$ cat config.mk
export PLATFORM = sky130hd
export DESIGN_NAME = tga_stream_decoder_core
export DESIGN_NICKNAME = d
export VERILOG_FILES = /design/src/hw/rtl/tsd_pkg.sv /design/src/hw/rtl/tga_stream_decoder_core.sv /design/src/hw/rtl/tsd_front.sv /design/src/hw/rtl/tsd_fifo.sv /design/src/hw/rtl/tsd_back.sv
export SDC_FILE = /design/constraint.sdc
export NUM_CORES = 1
export LEC_CHECK = 0
export ABC_CLOCK_PERIOD_IN_PS = 7200
export BUFFER_PORTS_ARGS = -buffer_cell sky130_fd_sc_hd__buf_2
export CORE_MARGIN = 2
export CORE_UTILIZATION = 30
export DETAILED_ROUTE_END_ITERATION = 7
export PLACE_DENSITY = 0.43
export SLEW_MARGIN = 20
export SYNTH_ARGS = -nofsm -noshare
export SYNTH_HDL_FRONTEND = slang
export SYNTH_SLANG_ARGS = --single-unit
$ cat constraint.sdc
create_clock -name i_clk -period 7.2 [get_ports i_clk]
set_clock_uncertainty 0.2 [all_clocks]
set_input_delay 1.44 -clock i_clk [delete_from_list [all_inputs] [get_ports i_clk]]
set_output_delay 1.44 -clock i_clk [all_outputs]
set_load 0.02 [all_outputs]
$ cat src/hw/rtl/tsd_pkg.sv
package tsd_pkg;

    localparam int unsigned QDEPTH  = 4;
    localparam int unsigned QPTR_W  = $clog2(QDEPTH);
    localparam int unsigned QCNT_W  = QPTR_W + 1;

    localparam logic [1:0] KIND_PIXEL  = 2'd0;
    localparam logic [1:0] KIND_HEADER = 2'd1;
    localparam logic [1:0] KIND_ERROR  = 2'd2;

    localparam logic [2:0] ERR_NONE  = 3'd0;
    localparam logic [2:0] ERR_CMAP  = 3'd1;
    localparam logic [2:0] ERR_TYPE  = 3'd2;
    localparam logic [2:0] ERR_DEPTH = 3'd3;
    localparam logic [2:0] ERR_DESC  = 3'd4;

    localparam logic [7:0] TYPE_PLAIN  = 8'd2;
    localparam logic [7:0] TYPE_RLE    = 8'd10;
    localparam logic [7:0] DEPTH_24    = 8'd24;
    localparam logic [7:0] DEPTH_32    = 8'd32;
    localparam logic [7:0] RUN_FLAG    = 8'h80;
    localparam logic [7:0] RUN_LEN     = 8'h7F;
    localparam logic [7:0] DESC_TOP    = 8'h20;
    localparam logic [7:0] DESC_RIGHT  = 8'h10;
    localparam logic [7:0] DESC_ALPHA  = 8'h0F;
    localparam logic [3:0] ALPHA_8     = 4'd8;

    typedef struct packed {
        logic [1:0]  kind;
        logic [7:0]  red;
        logic [7:0]  green;
        logic [7:0]  blue;
        logic [7:0]  alpha;
        logic [7:0]  count;
        logic [15:0] col;
        logic [15:0] row;
        logic [2:0]  err;
        logic        last;
        logic        flip_rows;
        logic        flip_cols;
    } t_cmd;

endpackage

$ cat src/hw/rtl/tga_stream_decoder_core.sv
// Truecolor image file decoder fed one byte per transaction.
// The slave channel carries one file byte in s_tdata; s_tuser high marks the
// first byte of a new file and abandons any file in progress.
// The master channel carries one result per transaction: m_tuser gives the
// kind (pixel or run, header accepted, error), m_tlast marks the result that
// completes the image, and m_tdata holds the components, count, position and
// error code.
// A result passes through the queue and then the result register before it is
// valid on m_tvalid.
// Bytes are taken at one per cycle while the queue is not full. Between the
// parser and the result stage sits a four-entry queue; the result stage holds
// back the next result while a run or pixel that crosses a row boundary has its
// column folded back into range by one subtraction per cycle, so narrow images
// with long runs can fill the queue and hold s_tready low for a while.
// When the receiver stalls, the result register holds its transaction, the
// queue fills and s_tready drops once it is full.
// Synchronous reset clears the queue and the result valid flag and returns the
// parser to waiting for a first byte; bytes before it are ignored.
module tga_stream_decoder_core (
    input  logic        i_clk,
    input  logic        i_rst_n,
    input  logic        s_tvalid,
    output logic        s_tready,
    input  logic [7:0]  s_tdata,   // data_byte
    input  logic        s_tuser,   // frame_start
    output logic        m_tvalid,
    input  logic        m_tready,
    output logic [79:0] m_tdata,   // red, green, blue, alpha, count, col, row, error_code
    output logic [1:0]  m_tuser,   // kind
    output logic        m_tlast
);

    logic          push, full, q_valid, pop;
    tsd_pkg::t_cmd push_cmd, q_cmd, res;

    tsd_front u_front (
        .i_clk   (i_clk),
        .i_rst_n (i_rst_n),
        .i_valid (s_tvalid),
        .i_byte  (s_tdata),
        .i_start (s_tuser),
        .i_full  (full),
        .o_ready (s_tready),
        .o_push  (push),
        .o_cmd   (push_cmd)
    );

    tsd_fifo u_fifo (
        .i_clk   (i_clk),
        .i_rst_n (i_rst_n),
        .i_push  (push),
        .i_cmd   (push_cmd),
        .i_pop   (pop),
        .o_full  (full),
        .o_valid (q_valid),
        .o_cmd   (q_cmd)
    );

    tsd_back u_back (
        .i_clk   (i_clk),
        .i_rst_n (i_rst_n),
        .i_valid (q_valid),
        .i_cmd   (q_cmd),
        .o_pop   (pop),
        .o_valid (m_tvalid),
        .i_ready (m_tready),
        .o_res   (res)
    );

    assign m_tdata = {5'd0, res.err, res.row, res.col, res.count,
                      res.alpha, res.blue, res.green, res.red};
    assign m_tuser = res.kind;
    assign m_tlast = res.last;

endmodule

$ cat src/hw/rtl/tsd_front.sv
module tsd_front (
    input  logic          i_clk,
    input  logic          i_rst_n,
    input  logic          i_valid,
    input  logic [7:0]    i_byte,
    input  logic          i_start,
    input  logic          i_full,
    output logic          o_ready,
    output logic          o_push,
    output tsd_pkg::t_cmd o_cmd
);

    localparam logic [2:0] PH_IDLE   = 3'd0;
    localparam logic [2:0] PH_HEADER = 3'd1;
    localparam logic [2:0] PH_SKIP   = 3'd2;
    localparam logic [2:0] PH_PACKET = 3'd3;
    localparam logic [2:0] PH_PIXEL  = 3'd4;

    logic [2:0]  r_phase, n_phase;
    logic [4:0]  r_hidx, n_hidx;
    logic [7:0]  r_skip, n_skip;
    logic        r_run_mode, n_run_mode;
    logic [15:0] r_w, n_w;
    logic [15:0] r_h, n_h;
    logic        r_pb4, n_pb4;
    logic        r_flip_r, n_flip_r;
    logic        r_flip_c, n_flip_c;
    logic        r_is_run, n_is_run;
    logic [7:0]  r_pkt_left, n_pkt_left;
    logic [1:0]  r_bidx, n_bidx;
    logic [23:0] r_asm, n_asm;
    logic [31:0] r_area, n_area;
    logic [31:0] r_left, n_left;

    logic        accept;
    logic [2:0]  eff_phase;
    logic [4:0]  eff_hidx;
    logic        pix_done;
    logic [7:0]  cnt;
    logic        img_done;
    logic        empty;
    logic [2:0]  data_ph;

    assign o_ready   = !i_full;
    assign accept    = i_valid && !i_full;
    assign eff_phase = i_start ? PH_HEADER : r_phase;
    assign eff_hidx  = i_start ? 5'd0 : r_hidx;
    assign data_ph   = r_run_mode ? PH_PACKET : PH_PIXEL;
    assign pix_done  = (r_bidx == 2'd3) || (r_bidx == 2'd2 && !r_pb4);
    assign empty     = (r_w == 16'd0) || (r_h == 16'd0);

    always_comb begin
        if (r_run_mode && r_is_run) begin
            cnt = (r_left < {24'd0, r_pkt_left}) ? r_left[7:0] : r_pkt_left;
        end else begin
            cnt = 8'd1;
        end
        img_done = ({24'd0, cnt} >= r_left);
    end

    always_comb begin
        n_phase    = r_phase;
        n_hidx     = r_hidx;
        n_skip     = r_skip;
        n_run_mode = r_run_mode;
        n_w        = r_w;
        n_h        = r_h;
        n_pb4      = r_pb4;
        n_flip_r   = r_flip_r;
        n_flip_c   = r_flip_c;
        n_is_run   = r_is_run;
        n_pkt_left = r_pkt_left;
        n_bidx     = r_bidx;
        n_asm      = r_asm;
        n_area     = r_area;
        n_left     = r_left;
        o_push     = 1'b0;
        o_cmd      = '0;
        if (accept) begin
            n_phase = eff_phase;
            unique case (eff_phase)
                PH_HEADER: begin
                    n_hidx = (eff_hidx < 5'd31) ? eff_hidx + 5'd1 : eff_hidx;
                    case (eff_hidx)
                        5'd0: n_skip = i_byte;
                        5'd1: begin
                            if (i_byte != 8'd0) begin
                                n_phase   = PH_IDLE;
                                o_push    = 1'b1;
                                o_cmd.kind = tsd_pkg::KIND_ERROR;
                                o_cmd.err  = tsd_pkg::ERR_CMAP;
                            end
                        end
                        5'd2: begin
                            if (i_byte == tsd_pkg::TYPE_PLAIN) begin
                                n_run_mode = 1'b0;
                            end else if (i_byte == tsd_pkg::TYPE_RLE) begin
                                n_run_mode = 1'b1;
                            end else begin
                                n_phase    = PH_IDLE;
                                o_push     = 1'b1;
                                o_cmd.kind = tsd_pkg::KIND_ERROR;
                                o_cmd.err  = tsd_pkg::ERR_TYPE;
                            end
                        end
                        5'd12: n_w[7:0]  = i_byte;
                        5'd13: n_w[15:8] = i_byte;
                        5'd14: n_h[7:0]  = i_byte;
                        5'd15: n_h[15:8] = i_byte;
                        5'd16: begin
                            n_area = 32'(r_w) * 32'(r_h);
                            if (i_byte == tsd_pkg::DEPTH_24) begin
                                n_pb4 = 1'b0;
                            end else if (i_byte == tsd_pkg::DEPTH_32) begin
                                n_pb4 = 1'b1;
                            end else begin
                                n_phase    = PH_IDLE;
                                o_push     = 1'b1;
                                o_cmd.kind = tsd_pkg::KIND_ERROR;
                                o_cmd.err  = tsd_pkg::ERR_DEPTH;
                            end
                        end
                        5'd17: begin
                            n_flip_c = (i_byte & tsd_pkg::DESC_RIGHT) != 8'd0;
                            n_flip_r = (i_byte & tsd_pkg::DESC_TOP) == 8'd0;
                            o_push   = 1'b1;
                            if ((i_byte & tsd_pkg::DESC_ALPHA) != 8'd0 &&
                                (i_byte[3:0] != tsd_pkg::ALPHA_8)) begin
                                n_phase    = PH_IDLE;
                                o_cmd.kind = tsd_pkg::KIND_ERROR;
                                o_cmd.err  = tsd_pkg::ERR_DESC;
                            end else begin
                                n_bidx     = 2'd0;
                                n_pkt_left = 8'd0;
                                n_is_run   = 1'b0;
                                n_left     = r_area;
                                if (empty) begin
                                    n_phase = PH_IDLE;
                                end else if (r_skip != 8'd0) begin
                                    n_phase = PH_SKIP;
                                end else begin
                                    n_phase = data_ph;
                                end
                                o_cmd.kind      = tsd_pkg::KIND_HEADER;
                                o_cmd.count     = r_pb4 ? 8'd4 : 8'd3;
                                o_cmd.col       = r_w;
                                o_cmd.row       = r_h;
                                o_cmd.last      = empty;
                                o_cmd.flip_rows = n_flip_r;
                                o_cmd.flip_cols = n_flip_c;
                            end
                        end
                        default: ;
                    endcase
                end
                PH_SKIP: begin
                    n_skip = (r_skip != 8'd0) ? r_skip - 8'd1 : r_skip;
                    if (n_skip == 8'd0) begin
                        n_phase = data_ph;
                    end
                end
                PH_PACKET: begin
                    n_is_run   = (i_byte & tsd_pkg::RUN_FLAG) != 8'd0;
                    n_pkt_left = (i_byte & tsd_pkg::RUN_LEN) + 8'd1;
                    n_bidx     = 2'd0;
                    n_phase    = PH_PIXEL;
                end
                PH_PIXEL: begin
                    if (!pix_done) begin
                        unique case (r_bidx)
                            2'd0:    n_asm[7:0]   = i_byte;
                            2'd1:    n_asm[15:8]  = i_byte;
                            default: n_asm[23:16] = i_byte;
                        endcase
                        n_bidx = r_bidx + 2'd1;
                    end else begin
                        o_push      = 1'b1;
                        o_cmd.kind  = tsd_pkg::KIND_PIXEL;
                        o_cmd.blue  = r_asm[7:0];
                        o_cmd.green = r_asm[15:8];
                        o_cmd.red   = r_pb4 ? r_asm[23:16] : i_byte;
                        o_cmd.alpha = r_pb4 ? i_byte : 8'd0;
                        o_cmd.count = cnt;
                        o_cmd.last  = img_done;
                        n_left      = r_left - 32'(cnt);
                        n_bidx      = 2'd0;
                        if (r_run_mode) begin
                            if (r_is_run) begin
                                n_pkt_left = 8'd0;
                            end else if (r_pkt_left != 8'd0) begin
                                n_pkt_left = r_pkt_left - 8'd1;
                            end
                        end
                        if (img_done) begin
                            n_phase = PH_IDLE;
                        end else if (r_run_mode && n_pkt_left == 8'd0) begin
                            n_phase = PH_PACKET;
                        end
                    end
                end
                default: ;
            endcase
        end
    end

    always_ff @(posedge i_clk) begin
        if (!i_rst_n) begin
            r_phase <= PH_IDLE;
            r_hidx  <= 5'd0;
        end else begin
            r_phase <= n_phase;
            r_hidx  <= n_hidx;
        end
    end

    always_ff @(posedge i_clk) begin
        r_skip     <= n_skip;
        r_run_mode <= n_run_mode;
        r_w        <= n_w;
        r_h        <= n_h;
        r_pb4      <= n_pb4;
        r_flip_r   <= n_flip_r;
        r_flip_c   <= n_flip_c;
        r_is_run   <= n_is_run;
        r_pkt_left <= n_pkt_left;
        r_bidx     <= n_bidx;
        r_asm      <= n_asm;
        r_area     <= n_area;
        r_left     <= n_left;
    end

endmodule

$ cat src/hw/rtl/tsd_fifo.sv
module tsd_fifo (
    input  logic          i_clk,
    input  logic          i_rst_n,
    input  logic          i_push,
    input  tsd_pkg::t_cmd i_cmd,
    input  logic          i_pop,
    output logic          o_full,
    output logic          o_valid,
    output tsd_pkg::t_cmd o_cmd
);

    tsd_pkg::t_cmd r_mem [tsd_pkg::QDEPTH];

    logic [tsd_pkg::QPTR_W-1:0] r_wp, r_rp;
    logic [tsd_pkg::QCNT_W-1:0] r_cnt;
    logic                       do_push, do_pop;

    assign o_full  = (r_cnt == tsd_pkg::QCNT_W'(tsd_pkg::QDEPTH));
    assign o_valid = (r_cnt != '0);
    assign o_cmd   = r_mem[r_rp];
    assign do_push = i_push && !o_full;
    assign do_pop  = i_pop && o_valid;

    always_ff @(posedge i_clk) begin
        if (!i_rst_n) begin
            r_wp  <= '0;
            r_rp  <= '0;
            r_cnt <= '0;
        end else begin
            if (do_push) begin
                r_wp <= r_wp + 1'b1;
            end
            if (do_pop) begin
                r_rp <= r_rp + 1'b1;
            end
            if (do_push && !do_pop) begin
                r_cnt <= r_cnt + 1'b1;
            end else if (do_pop && !do_push) begin
                r_cnt <= r_cnt - 1'b1;
            end
        end
    end

    always_ff @(posedge i_clk) begin
        if (do_push) begin
            r_mem[r_wp] <= i_cmd;
        end
    end

endmodule

$ cat src/hw/rtl/tsd_back.sv
module tsd_back (
    input  logic          i_clk,
    input  logic          i_rst_n,
    input  logic          i_valid,
    input  tsd_pkg::t_cmd i_cmd,
    output logic          o_pop,
    output logic          o_valid,
    input  logic          i_ready,
    output tsd_pkg::t_cmd o_res
);

    logic [15:0] r_w, r_h;
    logic        r_fr, r_fc;
    logic [16:0] r_col;
    logic [15:0] r_row;
    logic        r_out_valid;
    tsd_pkg::t_cmd r_out;

    logic        is_pix;
    logic        col_ok;
    logic        slot_free;
    logic [15:0] dcol, drow;
    tsd_pkg::t_cmd out_cmd;

    assign is_pix    = (i_cmd.kind == tsd_pkg::KIND_PIXEL);
    assign col_ok    = (r_col < {1'b0, r_w});
    assign slot_free = !r_out_valid || i_ready;
    assign o_pop     = i_valid && slot_free && (!is_pix || col_ok);
    assign dcol      = r_fc ? r_w - 16'd1 - r_col[15:0] : r_col[15:0];
    assign drow      = r_fr ? r_h - 16'd1 - r_row : r_row;
    assign o_valid   = r_out_valid;
    assign o_res     = r_out;

    always_comb begin
        out_cmd = i_cmd;
        if (is_pix) begin
            out_cmd.col = dcol;
            out_cmd.row = drow;
        end
    end

    always_ff @(posedge i_clk) begin
        if (!i_rst_n) begin
            r_out_valid <= 1'b0;
        end else if (o_pop) begin
            r_out_valid <= 1'b1;
        end else if (i_ready) begin
            r_out_valid <= 1'b0;
        end
    end

    always_ff @(posedge i_clk) begin
        if (o_pop) begin
            r_out <= out_cmd;
            if (is_pix) begin
                r_col <= r_col + 17'(i_cmd.count);
            end else if (i_cmd.kind == tsd_pkg::KIND_HEADER) begin
                r_w   <= i_cmd.col;
                r_h   <= i_cmd.row;
                r_fr  <= i_cmd.flip_rows;
                r_fc  <= i_cmd.flip_cols;
                r_col <= 17'd0;
                r_row <= 16'd0;
            end
        end else if (!col_ok) begin
            r_col <= r_col - {1'b0, r_w};
            r_row <= r_row + 16'd1;
        end
    end

endmodule
==> results of run 1 <==
-- flip-flops by register name, indices dropped and copies added (netlist names), 3 cells and up, named ones only --
| signal | flops |
|---|---|
| u_fifo.r_mem | 320 |
| u_back.o_res | 78 |
| u_front.r_area | 32 |
| u_front.r_left | 32 |
| u_front.r_asm | 24 |
| u_back.r_col | 17 |
| u_back.r_h | 16 |
| u_back.r_row | 16 |
| u_back.r_w | 16 |
| u_front.r_h | 16 |
| u_front.r_w | 16 |
| u_front.r_pkt_left | 8 |
| u_front.r_skip | 8 |
| u_front.r_hidx | 5 |
| u_fifo.r_cnt | 3 |
| u_front.r_phase | 3 |
-- final cells by class --
cell class | count | area, um2 | share of cell area [%]
sequential | 624 | 18600 | 44.5
multi-input combinational | 1867 | 16300 | 39.2
tap | 1625 | 2030 | 4.88
clock buffer | 101 | 2020 | 4.86
inverter | 339 | 1270 | 3.05
timing repair buffer | 158 | 1030 | 2.48
clock inverter | 33 | 423 | 1.01
antenna | 1 | 2.50 | 0.00600
-- cells in the final DEF, fill, tap and decap left out, drive strengths merged, types with 10 or more instances in the layout --
cell type  count
o22ai         12
and3          60
clkinv        23
nand3         53
edfxtp       606
o21bai        12
dfxtp         18
xor2          38
or3           16
nor2b         20
o21a          13
nor4          18
o211ai        13
xnor2         98
and2         112
clkbuf       101
or2           13
nor3          50
ha           195
a31oi         14
nand4         15
nand2        317
mux2i         40
fa           199
a21oi         97
buf          158
o31ai         10
nor2         115
nand2b        16
mux4          80
a21o          23
o21ai        136
inv          341
-- critical path, delay by kind of cell (launching register included) --
kind                       cells  cell delay (ns)
xor gates and xnor gates       1             0.08
adders and majority gates      7             3.26
and+or+nand+nor                3             0.70
DFF                            1             0.72
buffers and inverters          4             0.21
AOI/OAI and AO/OA              5             1.37
-- layer usage --
metal	wire length, um	up-vias	track usage (%)	part of all wire (%)
met5	0	-	0	0
met4	1530	0	3.58	1.7
met3	4320	100	2.30	4.7
met2	43800	507	24.4	47
met1	43000	11600	20.7	46
li1	-	10600	-	-
-- stage by stage --
step                      instance area [um2]  util (%)
final                                   41700      34.3
after global routing                    41700      34.3
after CTS                               41600      34.3
after detailed placement                39200      32.3
after global placement                  39100      32.2
after floorplan                         36600         -
-- power by group through the flow --
stage | combinational, W | sequential (W) | clock (W)
detailed placement | 0.00347 | 0.00503 | 0
finish | 0.00343 | 0.00494 | 0.00374
floorplan | 0.00219 | 0.00524 | 0
global placement | 0.00344 | 0.00503 | 0
CTS | 0.00348 | 0.00496 | 0.00386
global route | 0.00379 | 0.00500 | 0.00400
-- kinds of logic (layout without fill, tap and decap cells) --
| family | Yosys count | after routing | synth area share, % |
|---|---|---|---|
| fa+ha+maj | 395 | 395 | 17.6 |
| compound gates | 378 | 378 | 6.27 |
| simple gates | 827 | 827 | 11.0 |
| mux | 126 | 126 | 6.20 |
| xor+xnor | 136 | 136 | 3.26 |
| buf+inv | 475 | 631 | 4.92 |
| other cells | 1 | 6 | 0.0103 |
| flops | 624 | 624 | 50.7 |
-- worst paths after layout --
| kind | start | slack (ns) | depth (start not counted) | end |
|---|---|---|---|---|
| worst max-delay path | u_front.r_w[4]$_DFFE_PP_ | 0.45 | 20 | u_front.r_area[31]$_DFFE_PP_ |
| worst min-delay path | u_front.r_area[18]$_DFFE_PP_ | 0.31 | 2 | u_front.r_left[18]$_DFFE_PP_ |
| worst max register to register | u_front.r_w[4]$_DFFE_PP_ | 0.45 | 20 | u_front.r_area[31]$_DFFE_PP_ |
| worst min register to register | u_front.r_area[18]$_DFFE_PP_ | 0.31 | 2 | u_front.r_left[18]$_DFFE_PP_ |
==> key figures, run 1 <==
STA
  – Tmin final: 6.75 ns
  – Fmax: 0.148 GHz
  – Least-Margin Pin Slew: 1.08 ns
  – Hold slack: 0.314 ns
  – Setup TNS: 0 ns
  – Hold Violations, Final: 0
  – Max Slew Vio Count: 0
  – RSZ-0062 raised after global routing: false
  – Slack of the critical path: 0.451 ns
  – Max_slew headroom: 28.3%
  – Fin crit share: 93.7%
  – Setup Viol. Count Final: 0

Clock tree
  – Post_cts resized: 0
  – # H-tree levels: 3
  – Worst-path clk slew: 0.06 ns
  – CTS tree: done
  – CTS root buf: clkbuf_16
  – Cts bufs inserted: 75
  – Clk_lat worst skew: 0.67 ns
  – CTS Hold Bufs: 0
  – Post-CTS setup buffers: 0
  – TritonCTS sink count: 624
  – Deepest clock path buffer count: 3

Yosys
  – YS warnings: 0
  – Area contributors post-synth: edfxtp_1 (50%), fa_1 (11%), ha_1 (6.7%), mux4_2 (4.9%), inv_1 (3.5%)
  – EDFF count, synth: 606
  – Post-Synthesis Cells: 2,962
  – Synth area leader: edfxtp_1
  – Post-synth ARST share: 0%
  – Post-synthesis sequential area ratio: 50.7%
  – Commonest cells post-synth: edfxtp_1 (606), inv_1 (337), nand2_1 (316)
  – Netlist Area Pre-Place: 36,600 um2
  – Synth top area share: 49.7%
  – Syn_area_per_cell: 12.4 um2
  – Cell with the most instances after synthesis: edfxtp_1
  – FF+latch count, synth: 624
  – Ys flop type: edfxtp_1
  – Yosys cell types: 76

GRT
  – Vias in the first global route: 23.8k
  – Grt total ovfl: 0
  – Largest net degree at the start of global routing: 68
  – Number of antenna violations at the first check in global routing: 6
  – GRT Util Overall: 14.9%
  – First-pass GRT wire length: 144,000 um

Worst setup path
  – Setup crit start kind: flop
  – CP max stage cell: edfxtp_1
  – Crit-path cells: and2_1, fa_1, inv_1, fa_1, inv_1, fa_1, inv_1, fa_1, fa_1, inv_1, fa_1, ha_1, and2_1, a221o_1, o21bai_1, o31ai_1, nand3_1, a31o_2, a21oi_1, xnor2_1
  – Cell mode on critical path: fa_1
  – CP Max Fanout: 18
  – Max incr delay on CP: 0.72 ns
  – Req. time, crit path: 7.42 ns
  – CP Capture Type: flop
  – Data arrival, critical path: 6.97 ns
  – CP Class: reg -> reg

Power and ir drop
  – Seq pwr share: 40.8%
  – LEAKAGE: 15.7 nW
  – Total power: 0.0121 W
  – Sw Ratio: 33.4%
  – Clock power frac: 30.9%
  – Peak VDD IR: 0.260 mV
  – Internal power: 0.00807 W
  – Power Density: 290 nW/um2
  – Comb pwr share: 28.3%
  – Net Switching: 0.00404 W

Placement
  – Placed cell count: 4,607
  – Place WS: 0.411 ns
  – Post-DP HPWL: 66,100 um
  – RePlAce Congestion: 0.830
  – PortBufs: 92

Routing
  – DR pass1 iterations: 5
  – Via Count: 22.8k
  – Avg WL per Cell: 19.5 um
  – Via density: 4.80
  – Drt drc: 0
  – Routed wire length: 92,600 um
  – Antenna-violating nets left: 0
  – Detailed router's first-iteration violation count: 1,436

Floorplan
  – Chip Width: 353 um
  – Core Area: 121,000 um2
  – Die ar.: 125,000 um2
  – I/O pin count: 98
  – Die Y: 353 um
  – Cell Rows: 128
  – Starting Density: 30.1%

Layout
  – Fillers: 12.1k
  – Layout Nets: 3,472
  – Synthesis-to-layout area growth: 13.9%
  – Layout cells sized above 1: 12.3%
  – Non-Filler Instances: 4,748

Flow run
  – Max Cap Violations: 0

Worst hold path
  – Hold Path Class: reg -> reg

Outcome
  – Outcome: finished, final reports clean
No activity file was read; power rests on OpenSTA's default activity.
==> run 2: changes to the inputs <==
- CORE_ASPECT_RATIO: unset -> 1.25
==> run 2 against run 1 <==
  * Via count fell by 0.74%
  * Critical path depth fell by 1
  * Worst setup slack got worse by 0.12 ns
  * Combinational power barely moved
  * Utilization fell by 0.17 points
  * Non-clock buffer count fell by 11
  * Wire length fell by 0.11%
  * Count of clock-buffer cells in the layout fell by 20
  * Register-to-register slack got worse by 0.12 ns
  * Global-route usage rose by 0.11 points
  * First-iteration DRC count fell by 2.2%
  * Critical path type unchanged
  * Largest cell class unchanged
==> key figures, run 2 (synthesis results as in run 1) <==
Routing
  – Antenna-violating nets left: 0 (unchanged)
  – DR pass1 iterations: 5 (unchanged)
  – Via Count: 22.6k (was 22.8k)
  – Routed wire length: 92,500 um (was 92,600 um)
  – Via density: 4.81 (was 4.80)
  – Detailed router's first-iteration violation count: 1,404 (was 1,436)
  – Drt drc: 0 (unchanged)
  – Avg WL per Cell: 19.7 um (was 19.5 um)

STA
  – Setup TNS: 0 ns (unchanged)
  – Tmin final: 6.87 ns (was 6.75 ns)
  – Fin crit share: 95.4% (was 93.7%)
  – RSZ-0062 raised after global routing: false (unchanged)
  – Max Slew Vio Count: 0 (unchanged)
  – Slack of the critical path: 0.332 ns (was 0.451 ns)
  – Fmax: 0.146 GHz (was 0.148 GHz)
  – Max_slew headroom: 26.2% (was 28.3%)
  – Setup Viol. Count Final: 0 (unchanged)
  – Hold slack: 0.303 ns (was 0.314 ns)
  – Least-Margin Pin Slew: 1.11 ns (was 1.08 ns)
  – Hold Violations, Final: 0 (unchanged)

Worst setup path
  – CP Max Fanout: 18 (unchanged)
  – FF-to-FF End: u_front.r_area[22]$_DFFE_PP_ (was u_front.r_area[31]$_DFFE_PP_)
  – CP Class: reg -> reg (unchanged)
  – Setup crit start kind: flop (unchanged)
  – CP endpoint: u_front.r_area[22]$_DFFE_PP_ (was u_front.r_area[31]$_DFFE_PP_)
  – Worst R2R Setup Slack: 0.33 ns (was 0.45 ns)
  – Launch point of the worst reg-to-reg path: u_front.r_w[8]$_DFFE_PP_ (was u_front.r_w[4]$_DFFE_PP_)
  – Req. time, crit path: 7.37 ns (was 7.42 ns)
  – CP Capture Type: flop (unchanged)
  – Data arrival, critical path: 7.04 ns (was 6.97 ns)
  – R2R cell count: 19 (was 20)
  – Worst Setup SP: u_front.r_w[8]$_DFFE_PP_ (was u_front.r_w[4]$_DFFE_PP_)

Clock tree
  – CTS root buf: clkbuf_16 (unchanged)
  – Cts bufs inserted: 69 (was 75)
  – Worst-path clk slew: 0.06 ns (about the same)
  – CTS Hold Bufs: 0 (unchanged)
  – TritonCTS sink count: 624 (unchanged)
  – CTS tree: done (unchanged)
  – Post_cts resized: 0 (unchanged)
  – Deepest clock path buffer count: 3 (unchanged)
  – # H-tree levels: 3 (unchanged)
  – Clk_lat worst skew: 0.67 ns (about the same)
  – Post-CTS setup buffers: 0 (unchanged)

Floorplan
  – Starting Density: 30.2% (was 30.1%)
  – Chip Width: 316 um (was 353 um)
  – Cell Rows: 143 (was 128)
  – I/O pin count: 98 (unchanged)
  – Die ar.: 125,000 um2 (about the same)
  – Core Area: 121,000 um2 (about the same)
  – Die Y: 394 um (was 353 um)

Power and ir drop
  – Total power: 0.0120 W (was 0.0121 W)
  – Peak VDD IR: 0.234 mV (was 0.260 mV)
  – Power Density: 290 nW/um2 (about the same)
  – LEAKAGE: 15.6 nW (was 15.7 nW)

Layout
  – Most frequent cells in the layout: edfxtp_1 (606), inv_1 (337), nand2_1 (315) (unchanged)
  – Max reg flops: 320 (unchanged)
  – Layout Nets: 3,455 (was 3,472)
  – Biggest register: u_fifo.r_mem (unchanged)
  – Layout cells sized above 1: 12.1% (was 12.3%)
  – Commonest non-fill, non-tap cell in the layout: edfxtp_1 (unchanged)
  – Final Util: 34.2% (was 34.3%)
  – Synthesis-to-layout area growth: 13.3% (was 13.9%)

GRT
  – Grt total ovfl: 0 (unchanged)
  – Largest net degree at the start of global routing: 71 (was 68)
  – Number of antenna violations at the first check in global routing: 2 (was 6)
  – Vias in the first global route: 24.3k (was 23.8k)
  – First-pass GRT wire length: 144,000 um (about the same)
  – GRT Util Overall: 15.0% (was 14.9%)

Placement
  – PortBufs: 92 (unchanged)
  – RePlAce Congestion: 0.836 (was 0.830)
  – Post-DP HPWL: 66,200 um (was 66,100 um)
  – Place WS: 0.327 ns (was 0.411 ns)

Worst hold path
  – Hold Path Class: reg -> reg (unchanged)

Flow run
  – Max Cap Violations: 0 (unchanged)

Outcome
  – Outcome: finished, final reports clean (unchanged)
-- run 2: layout make-up --
class	count	area, um2
fill	12000	79900
sequential	624	18600
multi-input combinational	1867	16300
tap	1595	2000
clock buffer	81	1770
inverter	339	1270
timing repair buffer	147	923
clock inverter	46	589
antenna	1	2.50
-- run 2: critical path, stage by stage (launching register included) --
cell	delay, ns
edfxtp_1	0.89
nand2_1	0.18
fa_1	0.57
inv_1	0.05
fa_1	0.47
inv_1	0.05
fa_1	0.48
fa_1	0.54
inv_1	0.05
fa_1	0.49
fa_1	0.43
ha_1	0.42
o21a_1	0.17
o211ai_1	0.10
o41ai_1	0.65
o21ai_0	0.21
a21boi_1	0.24
nor2_1	0.10
o21ba_2	0.21
xnor2_1	0.11
-- run 2: worst min-delay path by stage --
stage	endpoint	start	cells past startpoint	slack [ns]
6_report	u_fifo.r_cnt[2]$_SDFFE_PN0P_	u_fifo.r_cnt[2]$_SDFFE_PN0P_	2	0.30
3_3_place_gp	u_fifo.r_cnt[2]$_SDFFE_PN0P_	u_fifo.r_cnt[2]$_SDFFE_PN0P_	2	0.28
3_5_place_dp	u_fifo.r_cnt[2]$_SDFFE_PN0P_	u_fifo.r_cnt[2]$_SDFFE_PN0P_	2	0.30
5_1_grt	u_front.r_left[2]$_DFFE_PP_	u_front.r_area[2]$_DFFE_PP_	2	0.33
4_1_cts	u_front.r_left[2]$_DFFE_PP_	u_front.r_area[2]$_DFFE_PP_	2	0.30
2_1_floorplan	u_fifo.r_cnt[2]$_SDFFE_PN0P_	u_fifo.r_cnt[2]$_SDFFE_PN0P_	2	0.27
-- run 2: layer usage --
| layer | track usage [%] | vias up | wire (um) |
|---|---|---|---|
| met5 | 0 | - | 11 |
| li1 | - | 10500 | - |
| met1 | 18.8 | 11500 | 39300 |
| met3 | 1.98 | 132 | 3150 |
| met4 | 5.53 | 2 | 3070 |
| met2 | 26.2 | 415 | 47000 |
-- run 2: where the power goes --
| group | internal (W) | switching [W] |
|---|---|---|
| Combinational | 0.00126 | 0.00218 |
| Sequential | 0.00466 | 0.000283 |
| Clock | 0.00207 | 0.00158 |
-- run 2: per-stage QoR --
step / cell area, um2 / cells
2_1_floorplan: 36600 / 2966
3_3_place_gp: 39000 / 4570
3_5_place_dp: 39000 / 4570
4_1_cts: 41400 / 4697
5_1_grt: 41400 / 4699
6_report: 41400 / 4700
